--- config.mk ---
export PLATFORM = sky130hd
export DESIGN_NAME = bus_node_presence_table_core
export DESIGN_NICKNAME = d
export VERILOG_FILES = /design/src/bnpt_pkg.sv /design/src/bus_node_presence_table_core.sv
export SDC_FILE = /design/constraint.sdc
export NUM_CORES = 2
export LEC_CHECK = 0
export BUFFER_PORTS_ARGS = -buffer_cell sky130_fd_sc_hd__buf_2
export CAP_MARGIN = 20
export CORE_UTILIZATION = 45
export DETAILED_ROUTE_END_ITERATION = 7
export GPL_ROUTABILITY_DRIVEN = 0
export GPL_TIMING_DRIVEN = 0
export SLEW_MARGIN = 20
export SYNTH_ARGS = -nofsm -noshare
export SYNTH_HDL_FRONTEND = slang
export SYNTH_SLANG_ARGS = --single-unit
--- constraint.sdc ---
create_clock -name clk -period 24.5 [get_ports clk]
set_input_delay 4.9 -clock clk [delete_from_list [all_inputs] [get_ports clk]]
set_output_delay 4.9 -clock clk [all_outputs]
set_load 0.05 [all_outputs]
--- src/bnpt_pkg.sv ---
// Shared types and constants for the bus node presence table.
// No dependencies; imported by the core.
package bnpt_pkg;

  // Default table size
  localparam int TABLE_DEPTH_DEF = 8;

  // Field widths
  localparam int REQ_W  = 2;
  localparam int TIME_W = 32;
  localparam int ID_W   = 11;
  localparam int BYTE_W = 8;
  localparam int LEN_W  = 4;
  localparam int SEL_W  = 3;
  localparam int EV_W   = 4;
  localparam int TYPE_W = 6;
  localparam int CNT32  = 32;
  localparam int USED_W = 4;
  localparam int CFG_W  = 32;
  localparam int CFG_IDX_W = 1;

  // Node type sits in the upper id bits
  localparam int TYPE_SHIFT = 5;

  // Configuration register reset values
  localparam logic [TIME_W-1:0] TIMEOUT_DEF   = 32'd5000;
  localparam logic [BYTE_W-1:0] HEARTBEAT_DEF = 8'd0;

  // Configuration register indexes
  localparam logic [CFG_IDX_W-1:0] REG_TIMEOUT   = 1'd0;
  localparam logic [CFG_IDX_W-1:0] REG_HEARTBEAT = 1'd1;

  // Request codes
  localparam logic [REQ_W-1:0] REQ_FRAME = 2'd0;
  localparam logic [REQ_W-1:0] REQ_SWEEP = 2'd1;
  localparam logic [REQ_W-1:0] REQ_READ  = 2'd2;
  localparam logic [REQ_W-1:0] REQ_NONE  = 2'd3;

  // Event codes
  localparam logic [EV_W-1:0] EV_COUNTED  = 4'd0;
  localparam logic [EV_W-1:0] EV_ADDED    = 4'd1;
  localparam logic [EV_W-1:0] EV_FULL     = 4'd2;
  localparam logic [EV_W-1:0] EV_NO_SEND  = 4'd3;
  localparam logic [EV_W-1:0] EV_DOWN     = 4'd4;
  localparam logic [EV_W-1:0] EV_UP       = 4'd5;
  localparam logic [EV_W-1:0] EV_SWEPT    = 4'd6;
  localparam logic [EV_W-1:0] EV_READ     = 4'd7;
  localparam logic [EV_W-1:0] EV_EMPTY    = 4'd8;

  // One table entry
  typedef struct packed {
    logic [ID_W-1:0]   id;
    logic [TYPE_W-1:0] ntype;
    logic              up;
    logic [CNT32-1:0]  cnt;
    logic [TIME_W-1:0] first;
    logic [TIME_W-1:0] last;
    logic [TIME_W-1:0] beat;
  } entry_t;

endpackage

--- src/bus_node_presence_table_core.sv ---
// Bus node presence table: node table memory, scan sequencer and result register.
// Depends on bnpt_pkg.
// Frame: accept, then a lookup (one slot read per cycle from the table memory, one id
// compare per cycle), then the update; a zero sender id or a full table gives a plain result.
// Sweep: a pass through the subtract-and-compare unit, then the done beat; the pass
// also holds while a flip result waits on out_stall. Read: table read, then the result.
// Reset (rst_n low, synchronous) clears control, fill level, frame total and the
// configuration; table contents are left as they are and no clearing pass is run.
module bus_node_presence_table_core #(
  parameter int TABLE_DEPTH = bnpt_pkg::TABLE_DEPTH_DEF
) (
  input  logic                            clk,
  input  logic                            rst_n,
  // configuration
  input  logic                            cfg_we,
  input  logic [bnpt_pkg::CFG_IDX_W-1:0]  cfg_index,
  input  logic [bnpt_pkg::CFG_W-1:0]      cfg_wdata,
  // input beats
  input  logic                            in_valid,
  output logic                            in_stall,
  input  logic [bnpt_pkg::REQ_W-1:0]      in_req_type,
  input  logic [bnpt_pkg::TIME_W-1:0]     in_now_ms,
  input  logic [bnpt_pkg::ID_W-1:0]       in_sender_id,
  input  logic [bnpt_pkg::BYTE_W-1:0]     in_first_byte,
  input  logic [bnpt_pkg::LEN_W-1:0]      in_frame_len,
  input  logic [bnpt_pkg::SEL_W-1:0]      in_entry_index,
  // result beats
  output logic                            out_valid,
  input  logic                            out_stall,
  output logic [bnpt_pkg::EV_W-1:0]       out_event_res,
  output logic [bnpt_pkg::SEL_W-1:0]      out_slot,
  output logic [bnpt_pkg::ID_W-1:0]       out_node_id,
  output logic [bnpt_pkg::TYPE_W-1:0]     out_node_type,
  output logic                            out_is_up,
  output logic [bnpt_pkg::CNT32-1:0]      out_node_msgs,
  output logic [bnpt_pkg::CNT32-1:0]      out_total_frames,
  output logic [bnpt_pkg::TIME_W-1:0]     out_seen_first,
  output logic [bnpt_pkg::TIME_W-1:0]     out_seen_last,
  output logic [bnpt_pkg::TIME_W-1:0]     out_beat_last,
  output logic [bnpt_pkg::USED_W-1:0]     out_used_slots,
  output logic                            out_last_item
);
  import bnpt_pkg::*;

  localparam int IDX_W = (TABLE_DEPTH > 1) ? $clog2(TABLE_DEPTH) : 1;
  localparam int CNT_W = $clog2(TABLE_DEPTH + 1);
  localparam int EXT_W = (CNT_W > SEL_W) ? CNT_W + 1 : SEL_W + 1;

  // Sequencer states
  localparam logic [2:0] S_IDLE  = 3'd0;
  localparam logic [2:0] S_SCAN  = 3'd1;
  localparam logic [2:0] S_UPD   = 3'd2;
  localparam logic [2:0] S_RDOUT = 3'd3;
  localparam logic [2:0] S_EMIT  = 3'd4;

  // Control and configuration registers
  logic [2:0]        state_r,   state_nxt;
  logic [TIME_W-1:0] timeout_r;
  logic [BYTE_W-1:0] hbcode_r;
  logic [CNT_W-1:0]  fill_r,    fill_nxt;
  logic [CNT32-1:0]  total_r,   total_nxt;
  logic [CNT_W-1:0]  ai_r,      ai_nxt;
  logic              pend_r,    pend_nxt;
  logic              out_valid_r, out_valid_nxt;

  // Captured item and working registers
  logic [REQ_W-1:0]  req_r,   req_nxt;
  logic [TIME_W-1:0] now_r,   now_nxt;
  logic [ID_W-1:0]   id_r,    id_nxt;
  logic [BYTE_W-1:0] fb_r,    fb_nxt;
  logic [LEN_W-1:0]  len_r,   len_nxt;
  logic [IDX_W-1:0]  ci_r,    ci_nxt;
  logic [IDX_W-1:0]  slot_r,  slot_nxt;
  logic [SEL_W-1:0]  sel_r,   sel_nxt;
  logic [EV_W-1:0]   ev_r,    ev_nxt;
  entry_t            ent_r,   ent_nxt;

  // Result register
  logic [EV_W-1:0]   out_ev_r;
  logic [SEL_W-1:0]  out_slot_r;
  entry_t            out_ent_r;
  logic [CNT32-1:0]  out_total_r;
  logic [USED_W-1:0] out_used_r;
  logic              out_last_r;

  // Table memory
  entry_t            tbl_mem [TABLE_DEPTH];
  entry_t            rd_q;
  logic              rd_en, wr_en;
  logic [IDX_W-1:0]  rd_addr, wr_addr;
  entry_t            wr_data;

  // Emit request to the result register
  logic              emit;
  logic [EV_W-1:0]   em_ev;
  logic [SEL_W-1:0]  em_slot;
  entry_t            em_ent;
  logic              em_last;

  logic              out_free;
  logic              in_acc;
  logic              id_hit;
  logic [TIME_W-1:0] idle_ms;
  logic              idle_gt;
  logic              flip;
  logic              can_issue;
  logic              idx_ok;
  entry_t            upd_ent;
  entry_t            sw_ent;
  entry_t            new_ent;

  assign out_free = !out_valid_r || !out_stall;
  assign in_stall = (state_r != S_IDLE);
  assign in_acc   = in_valid && !in_stall;

  // Compare logic on the read entry: id match for lookups, idle time against timeout for sweeps
  assign id_hit  = (rd_q.id == id_r);
  assign idle_ms = now_r - rd_q.last;
  assign idle_gt = (idle_ms > timeout_r);
  assign flip    = (rd_q.up == idle_gt);

  assign can_issue = (ai_r < fill_r);
  assign idx_ok    = (EXT_W'(in_entry_index) < EXT_W'(fill_r)) &&
                     (EXT_W'(in_entry_index) < EXT_W'(TABLE_DEPTH));

  // Entry after a frame from its node
  always_comb begin
    upd_ent      = ent_r;
    upd_ent.last = now_r;
    upd_ent.cnt  = ent_r.cnt + 32'd1;
    upd_ent.up   = 1'b1;
    if ((len_r != '0) && (fb_r == hbcode_r)) begin
      upd_ent.beat = now_r;
    end
  end

  // Entry with its connected flag flipped by the sweep
  always_comb begin
    sw_ent    = rd_q;
    sw_ent.up = !rd_q.up;
  end

  // Fresh entry for a new sender
  always_comb begin
    new_ent       = '0;
    new_ent.id    = id_r;
    new_ent.ntype = id_r[TYPE_SHIFT +: TYPE_W];
    new_ent.first = now_r;
    new_ent.beat  = now_r;
  end

  // Sequencer
  always_comb begin
    state_nxt = state_r;
    fill_nxt  = fill_r;
    total_nxt = total_r;
    ai_nxt    = ai_r;
    pend_nxt  = pend_r;
    req_nxt   = req_r;
    now_nxt   = now_r;
    id_nxt    = id_r;
    fb_nxt    = fb_r;
    len_nxt   = len_r;
    ci_nxt    = ci_r;
    slot_nxt  = slot_r;
    sel_nxt   = sel_r;
    ev_nxt    = ev_r;
    ent_nxt   = ent_r;
    rd_en     = 1'b0;
    rd_addr   = ai_r[IDX_W-1:0];
    wr_en     = 1'b0;
    wr_addr   = slot_r;
    wr_data   = upd_ent;
    emit      = 1'b0;
    em_ev     = ev_r;
    em_slot   = sel_r;
    em_ent    = '0;
    em_last   = 1'b1;

    unique case (state_r)
      S_IDLE: begin
        if (in_acc) begin
          req_nxt  = in_req_type;
          now_nxt  = in_now_ms;
          id_nxt   = in_sender_id;
          fb_nxt   = in_first_byte;
          len_nxt  = in_frame_len;
          sel_nxt  = '0;
          ai_nxt   = '0;
          pend_nxt = 1'b0;
          unique case (in_req_type)
            REQ_FRAME: begin
              total_nxt = total_r + 32'd1;
              if (in_sender_id == '0) begin
                ev_nxt    = EV_NO_SEND;
                state_nxt = S_EMIT;
              end else begin
                state_nxt = S_SCAN;
              end
            end
            REQ_SWEEP: begin
              state_nxt = S_SCAN;
            end
            REQ_READ: begin
              sel_nxt = in_entry_index;
              if (idx_ok) begin
                rd_en     = 1'b1;
                rd_addr   = IDX_W'(in_entry_index);
                state_nxt = S_RDOUT;
              end else begin
                ev_nxt    = EV_EMPTY;
                state_nxt = S_EMIT;
              end
            end
            default: begin
              // unused request code: drop
              state_nxt = S_IDLE;
            end
          endcase
        end
      end

      S_SCAN: begin
        if (req_r == REQ_FRAME) begin
          if (pend_r && id_hit) begin
            // known sender
            ent_nxt   = rd_q;
            slot_nxt  = ci_r;
            ev_nxt    = EV_COUNTED;
            state_nxt = S_UPD;
          end else if (can_issue) begin
            rd_en    = 1'b1;
            ai_nxt   = ai_r + CNT_W'(1);
            ci_nxt   = ai_r[IDX_W-1:0];
            pend_nxt = 1'b1;
          end else if (pend_r) begin
            pend_nxt = 1'b0;
          end else if (fill_r < CNT_W'(TABLE_DEPTH)) begin
            // new sender, room left
            ent_nxt   = new_ent;
            slot_nxt  = fill_r[IDX_W-1:0];
            ev_nxt    = EV_ADDED;
            state_nxt = S_UPD;
          end else begin
            ev_nxt    = EV_FULL;
            state_nxt = S_EMIT;
          end
        end else begin
          // sweep: hold while a flip waits for the result register
          if (!(pend_r && flip && !out_free)) begin
            if (pend_r && flip) begin
              wr_en   = 1'b1;
              wr_addr = ci_r;
              wr_data = sw_ent;
              emit    = 1'b1;
              em_ev   = rd_q.up ? EV_DOWN : EV_UP;
              em_slot = SEL_W'(ci_r);
              em_ent  = sw_ent;
              em_last = 1'b0;
            end
            if (can_issue) begin
              rd_en    = 1'b1;
              ai_nxt   = ai_r + CNT_W'(1);
              ci_nxt   = ai_r[IDX_W-1:0];
              pend_nxt = 1'b1;
            end else if (pend_r) begin
              pend_nxt = 1'b0;
            end else begin
              ev_nxt    = EV_SWEPT;
              state_nxt = S_EMIT;
            end
          end
        end
      end

      S_UPD: begin
        if (out_free) begin
          wr_en   = 1'b1;
          wr_addr = slot_r;
          wr_data = upd_ent;
          if (ev_r == EV_ADDED) begin
            fill_nxt = fill_r + CNT_W'(1);
          end
          emit      = 1'b1;
          em_slot   = SEL_W'(slot_r);
          em_ent    = upd_ent;
          state_nxt = S_IDLE;
        end
      end

      S_RDOUT: begin
        // read data stays put until taken
        if (out_free) begin
          emit      = 1'b1;
          em_ev     = EV_READ;
          em_ent    = rd_q;
          state_nxt = S_IDLE;
        end
      end

      S_EMIT: begin
        if (out_free) begin
          emit      = 1'b1;
          state_nxt = S_IDLE;
        end
      end

      default: begin
        state_nxt = S_IDLE;
      end
    endcase
  end

  // Result register valid
  always_comb begin
    out_valid_nxt = out_valid_r;
    if (emit) begin
      out_valid_nxt = 1'b1;
    end else if (!out_stall) begin
      out_valid_nxt = 1'b0;
    end
  end

  // Control registers
  always_ff @(posedge clk) begin
    if (!rst_n) begin
      state_r     <= S_IDLE;
      fill_r      <= '0;
      total_r     <= '0;
      ai_r        <= '0;
      pend_r      <= 1'b0;
      out_valid_r <= 1'b0;
      timeout_r   <= TIMEOUT_DEF;
      hbcode_r    <= HEARTBEAT_DEF;
    end else begin
      state_r     <= state_nxt;
      fill_r      <= fill_nxt;
      total_r     <= total_nxt;
      ai_r        <= ai_nxt;
      pend_r      <= pend_nxt;
      out_valid_r <= out_valid_nxt;
      if (cfg_we) begin
        unique case (cfg_index)
          REG_TIMEOUT:   timeout_r <= cfg_wdata;
          REG_HEARTBEAT: hbcode_r  <= cfg_wdata[BYTE_W-1:0];
          default:       timeout_r <= timeout_r;
        endcase
      end
    end
  end

  // Working registers
  always_ff @(posedge clk) begin
    req_r  <= req_nxt;
    now_r  <= now_nxt;
    id_r   <= id_nxt;
    fb_r   <= fb_nxt;
    len_r  <= len_nxt;
    ci_r   <= ci_nxt;
    slot_r <= slot_nxt;
    sel_r  <= sel_nxt;
    ev_r   <= ev_nxt;
    ent_r  <= ent_nxt;
  end

  // Result payload: load on emit
  always_ff @(posedge clk) begin
    if (emit) begin
      out_ev_r    <= em_ev;
      out_slot_r  <= em_slot;
      out_ent_r   <= em_ent;
      out_total_r <= total_r;
      out_used_r  <= USED_W'(fill_nxt);
      out_last_r  <= em_last;
    end
  end

  // Table memory: one write port, one registered read port
  always_ff @(posedge clk) begin
    if (wr_en) begin
      tbl_mem[wr_addr] <= wr_data;
    end
    if (rd_en) begin
      rd_q <= tbl_mem[rd_addr];
    end
  end

  assign out_valid        = out_valid_r;
  assign out_event_res    = out_ev_r;
  assign out_slot         = out_slot_r;
  assign out_node_id      = out_ent_r.id;
  assign out_node_type    = out_ent_r.ntype;
  assign out_is_up        = out_ent_r.up;
  assign out_node_msgs    = out_ent_r.cnt;
  assign out_total_frames = out_total_r;
  assign out_seen_first   = out_ent_r.first;
  assign out_seen_last    = out_ent_r.last;
  assign out_beat_last    = out_ent_r.beat;
  assign out_used_slots   = out_used_r;
  assign out_last_item    = out_last_r;

`ifndef SYNTHESIS
  // Only sweep flips leave a beat that is not the last of its item
  a_mid_beat_is_flip: assert property (@(posedge clk) disable iff (!rst_n)
    out_valid_r && !out_last_r |-> (out_ev_r == EV_DOWN || out_ev_r == EV_UP))
    else $error("non-final result beat is not a sweep flip");

  // Fill level never passes the table depth
  a_fill_bound: assert property (@(posedge clk) disable iff (!rst_n)
    fill_r <= CNT_W'(TABLE_DEPTH))
    else $error("fill level beyond table depth");

  // A frame update with room in the result register completes at once
  a_upd_emits: assert property (@(posedge clk) disable iff (!rst_n)
    state_r == S_UPD && out_free |=> out_valid_r && out_last_r && state_r == S_IDLE)
    else $error("frame update did not deliver its result");
`endif

endmodule
Word level (Yosys, flattened, before mapping)

Memories as Yosys holds them, arrays and structs flattened. A register that Yosys moved wholly into a read port is not among the register bits.
Cells that the tools add are included.

Word-level logic and storage cells: 204
Output and inout bits: 192
Memory bits (writable): 1,168
Input bits: 98
Bits in registers: 458
Memories kept: 1

Memories:

| name    | depth | bits a word | rd ports | clocked after memory_dff | write ports | RTL line                           | text |
|---|---|---|---|---|---|---|---|
| tbl_mem | 8     | 146         | 1        | 1                        | 1           | bus_node_presence_table_core.sv:87 | `entry_t tbl_mem [TABLE_DEPTH];` |

Bitwise logic cells: 2
Magnitude comparators: 4
Reductions and logical operators: 30
$add $sub $neg: 5
Equal/unequal tests: 26
Muxes and demuxes: 102

Operators with widths:

| kind                    | count |
|---|---|
| $mux W146               | 13 |
| $pmux W146 S3           | 1 |
| $mux W3                 | 32 |
| $mux W4                 | 22 |
| $add A32 B1 Y32 const B | 2 |
| $gt A32 B32 Y1          | 1 |
| $mux W32                | 1 |
| $pmux W4 S2             | 4 |
| $sub A32 B32 Y32        | 1 |
| $ne A3 B3 Y1 const B    | 8 |
| $mux W1                 | 21 |
| $pmux W3 S3             | 2 |
| $eq A11 B11 Y1          | 1 |
| $logic_not A11 Y1       | 1 |
| $reduce_and A10 Y1      | 1 |
| $add A4 B1 Y4 const B   | 2 |
| $eq A8 B8 Y1            | 1 |
| $ne A2 B1 Y1 const B    | 4 |
| $pmux W1 S2             | 4 |
| $reduce_and A7 Y1       | 1 |
| $eq A3 B2 Y1 const B    | 2 |
| $ne A2 B2 Y1 const B    | 3 |
| $pmux W3 S2             | 1 |
| $reduce_and A2 Y1       | 3 |
| other kinds (24)        | 37 |

Logic depth before layout (Yosys ltp)

Word-level depth: 10
Depth in mapped cells: 26
Mapped depth without buffers: 22

Worst setup path after synthesis

Ideal clock, no wire load.

Kind: input -> register
Start point: input out_stall
End point: register out_ent_r (netlist bit out_beat_last[0]), enable pin
Setup time: 1.003 ns
Data required time: 23.497 ns
Setup slack: 5.196 ns
Arrival: 18.301 ns
Path buffers: 0
Stages: 2
Cells stage by stage: and2_1 -> o21ai_0

Word-level cells in the longest chain between the ends: 7
Elaborated cells on any way between the ends: 8
Classes of those cells: mux: 4; reduce/logical: 4

RTL lines:

| item                 | RTL line                            | text |
|---|---|---|
| from (decl)          | bus_node_presence_table_core.sv:29  | `input logic out_stall,` |
| $logic_not A1 Y1 *   | n/a                                 |  |
| $logic_or A1 B1 Y1 * | bus_node_presence_table_core.sv:112 | `assign out_free = !out_valid_r \|\| !out_stall;` |
| $logic_not A1 Y1     | bus_node_presence_table_core.sv:250 | `if (!(pend_r && flip && !out_free)) begin` |
| $logic_and A1 B1 Y1  | bus_node_presence_table_core.sv:250 |  |
| $mux W1              | bus_node_presence_table_core.sv:250 |  |
| $mux W1              | bus_node_presence_table_core.sv:224 | `if (req_r == REQ_FRAME) begin` |
| $pmux W1 S2 *        | bus_node_presence_table_core.sv:180 | `unique case (state_r)` |
| named net emit       | bus_node_presence_table_core.sv:94  | `logic emit;` |
| to (signal assigned) | bus_node_presence_table_core.sv:371 | `out_ent_r <= em_ent;` |
| to (decl)            | bus_node_presence_table_core.sv:81  | `entry_t out_ent_r;` |

Mark *: on every way through the listed nets, which the timed path passes. The rest lies on a longest branch.
A chain may end at the register's enable or synchronous reset.

Worst setup path in the final report

Start point: register now_r[0]
End point: memory tbl_mem[4][4] (netlist bit), enable pin

Word-level cells in the longest chain between the ends: 10
Elaborated cells on any way between the ends: 15
Classes of those cells: add/sub: 1; order compare: 1; eq/ne: 1; mux: 10; reduce/logical: 2

RTL lines:

| item                                           | RTL line                                                                 | text |
|---|---|---|
| from (decl)                                    | bus_node_presence_table_core.sv:68                                       | `logic [TIME_W-1:0] now_r, now_nxt;` |
| from (signal assigned)                         | bus_node_presence_table_core.sv:355                                      | `now_r <= now_nxt;` |
| $sub A32 B32 Y32 *                             | bus_node_presence_table_core.sv:118                                      | `assign idle_ms = now_r - rd_q.last;` |
| $gt A32 B32 Y1 *                               | bus_node_presence_table_core.sv:119                                      | `assign idle_gt = (idle_ms > timeout_r);` |
| $eq A1 B1 Y1 *                                 | bus_node_presence_table_core.sv:120                                      | `assign flip = (rd_q.up == idle_gt);` |
| $logic_and A1 B1 Y1 *                          | bus_node_presence_table_core.sv:250, bus_node_presence_table_core.sv:251 |  |
| $mux W1 or $logic_and A1 B1 Y1 (tied branches) | bus_node_presence_table_core.sv:251, bus_node_presence_table_core.sv:250 |  |
| $mux W1                                        | bus_node_presence_table_core.sv:250                                      |  |
| $mux W1                                        | bus_node_presence_table_core.sv:224                                      |  |
| $pmux W1 S2                                    | bus_node_presence_table_core.sv:180                                      |  |
| $mux W1                                        | bus_node_presence_table_core.sv:380                                      | `if (wr_en) begin` |
| $mux W1 (implied by the code)                  | bus_node_presence_table_core.sv:381                                      | `tbl_mem[wr_addr] <= wr_data;` |
| to (decl)                                      | bus_node_presence_table_core.sv:87                                       |  |

Every way passes the cells marked *; elsewhere a longest branch is shown, timed or not.

==> qor.txt <==
Run status -> complete, no violations
Nets -> 5478
CTS tree -> done
CP dominant cell by count -> buf_12
GRT met3 Usage -> 5.91%
Worst Hold Class -> reg2reg
Measured slew at the worst slew-check pin -> 1180 ps
WL/cell -> 28.6 µm
Placed cell count -> 7181
Final Hold Vio Count -> 0
Clock skew -> 68.3 ps
CORE AREA -> 157000 µm²
RSZ-0062 raised after global routing -> no
Die height -> 400 µm
Post-cts resize count -> 0
Crit-path max FO -> 17
Global-route wire length before repair -> 304000 µm
DRT Wirelength -> 215000 µm
Hold buffer count at cts -> 0
Number of vias per cell -> 5.86
Synth cell count leaders -> 1687 x edfxtp_1, 796 x nand2_1, 477 x mux2i_1, 202 x nor2_1, 156 x clkbuf_1
Slowest cell on the critical path -> a22oi_1
Post-synth EDFFs -> 1687
Mapped cell area -> 71400 µm²
Met2 usage -> 41.2%
Area grow syn2layout -> 17.9%
Max-cap violations -> 0
Max incr delay on CP -> 740 ps
Total global routing overflow -> 0
Met1 Use GR -> 36.4%
Setup repair bufs after CTS -> 0
Top-count cell post-synth -> edfxtp_1
Ports -> 290
Mapped Cells -> 4731
# rows -> 145
Mapped Nets -> 4902
# setup viols final -> 0
Layout Cells excl Fill -> 7521
Primary FF master, synth -> edfxtp_1
Lkg Pwr -> 28.5 nW
Startpoint Class -> register
Antenna Nets Post-Route -> 0
Crit. End Element -> register
Period minus WS final -> 9110 ps
Pins over their slew limit -> 0
Largest cells by area after synthesis -> edfxtp_1 71%, mux2i_1 6.7%, nand2_1 4.2%
# port buffers -> 289
Drt drc -> 0
Sink Count -> 1772
WP data arrival -> 9600 ps
Post-Syn Area per Cell -> 15.1 µm²
Critical path type -> reg2reg
Slew headroom -> 21.3%
Largest net degree at the start of global routing -> 38
CTS Buf Count -> 182
Hold Worst Slack -> 461 ps
Top cell type's share of synthesized area -> 71.0%
Seq/Total Area, Yosys -> 73.4%
Layout cell share with drive strength beyond 1 -> 14.6%
Die Wd -> 400 µm
DRT Pass-1 Iters -> 5
Starting density of the core -> 45.5%
Number of library cell types mapped by synthesis -> 67
Worst VDD drop -> 76.6 µV
All-Layer GR Usage -> 26.4%
Synth Warn # -> 0
H-tree depth -> 4
HPWL after DPL -> 149000 µm
Maximum clock rate -> 0.110 GHz
Clock Tree Root -> clkbuf_16
WHS Path Cells -> 2
Leading area contributor after synthesis -> edfxtp_1
Grt peak-use layer -> met2
Initial antenna violation count -> 23
Vias in the first global route -> 42200
Total power -> 6.78 mW
DRT iter0 DRCs -> 5183
Die area -> 160000 µm²
Asr flop ratio synth -> 0%
FF+latch count, synth -> 1772
Req. time, crit path -> 24990 ps
Maximum clock path buffer count -> 3
Clock Latency Late Sink -> 850 ps
Pwr Density -> 80.6 nW/µm²
Final period util -> 37.2%
Via count -> 44100
R2r worst-path depth -> 29
Clock transition at path regs -> 60 ps
-- layer usage --
metal	vias to the layer above	share of wire [%]
li1	19300	-
met3	356	9.6
met1	22200	41
met5	-	0.023
met4	8	3.7
met2	2231	46
-- placed cells by master (no fill, tap or decap), drive strengths merged, types with 5 or more instances in the layout --
cell type  synthesis  final
and2              49     49
xnor2             59     59
edfxtp          1687   1687
nand2            796    796
nand2b            11     11
mux2i            477    477
nor3              10     10
clkinvlp           0      5
bufinv             0     18
or3               15     15
dfxtp             85     85
clkinv             1     83
nor4               8      8
a22o             113    113
ha                72     72
nand3             54     54
nor2b             12     12
a21o              19     19
and3              21     21
a221oi           149    149
a32o             147    147
diode              0      6
nor2             202    202
inv               84     90
o21a               5      5
xor2              46     46
clkbuf           156    379
nand4             21     21
a21oi            138    138
o211ai            12     12
o21ai             72     72
or2                7      7
nand3b             5      5
buf              111    503
a211oi             7      7
o2bb2ai           34     34
-- final cells by class --
class / count / area (µm²)
fillers: 12700 / 72600
flip-flops and latches: 1772 / 52400
multi-input cells: 2607 / 17600
clock buffers: 223 / 4810
repair buffers: 392 / 3980
well taps: 2058 / 2570
clock inverters: 111 / 1270
plain buffers: 267 / 1230
inverters: 85 / 322
diodes: 6 / 15.0
-- state kept, by name (all words and copies together), names as in the netlist, 11 cells and up --
| signal | count |
|---|---|
| ent_r | 113 |
| out_total_frames | 32 |
| now_r | 32 |
| out_seen_first | 32 |
| total_r | 32 |
| out_node_id | 11 |
| out_seen_last | 32 |
| out_node_msgs | 32 |
| timeout_r | 32 |
| rd_q | 146 |
| id_r | 11 |
| tbl_mem | 1168 |
| out_beat_last | 32 |
-- where the power goes --
group	leakage (nW)	total, mW	switching (mW)	internal (mW)
Combinational	9.50	0.532	0.394	0.137
Sequential	16.0	3.45	0.0480	3.40
Clock	2.95	2.80	1.20	1.60
-- worst max-delay path: cells and delay by family (launching register included) --
family                   cells  cell delay (ps)
flip-flops                   1              560
XOR/XNOR                     1              130
buffers and inverters       10             1990
AO/OA/AOI/OAI                7             2610
multiplexers                 1              220
adder cells (fa/ha/maj)      3              920
AND/OR/NAND/NOR              7             2240
-- logic make-up (layout without fill, tap and decap cells) --
kind of cell | count (synthesis) | count (layout) | share of synthesized area [%]
adders and majority gates | 73 | 73 | 1.29
and+or+nand+nor | 1223 | 1223 | 7.17
other | 0 | 6 | 0
DFF | 1772 | 1772 | 73.4
AOI/OAI and AO/OA | 727 | 727 | 7.99
xor gates and xnor gates | 105 | 105 | 1.29
buffers and inverters | 352 | 1078 | 2.16
muxes | 479 | 479 | 6.72
-- per-stage QoR --
step	setup TNS, ps	utilization (%)	worst slack [ps]	instance area [µm²]
after CTS	0	53.7	15560	84100
after global routing	0	53.7	15300	84100
after global placement	-458680	48.1	-2480	75400
after floorplan	0	-	5200	71400
final	0	53.7	15390	84100
after detailed placement	0	49.8	15310	78000
-- path summary, 6_finish.rpt --
path / from / to / slack (ps)
max: now_r[0]$_DFFE_PP_ / tbl_mem[4][4]$_DFFE_PP_ / 15390
min: timeout_r[17]$_SDFFE_PN0P_ / timeout_r[17]$_SDFFE_PN0P_ / 460
min reg2reg: timeout_r[17]$_SDFFE_PN0P_ / timeout_r[17]$_SDFFE_PN0P_ / 460
max reg2reg: now_r[0]$_DFFE_PP_ / tbl_mem[4][4]$_DFFE_PP_ / 15390
(Power assumes the default switching activity.)
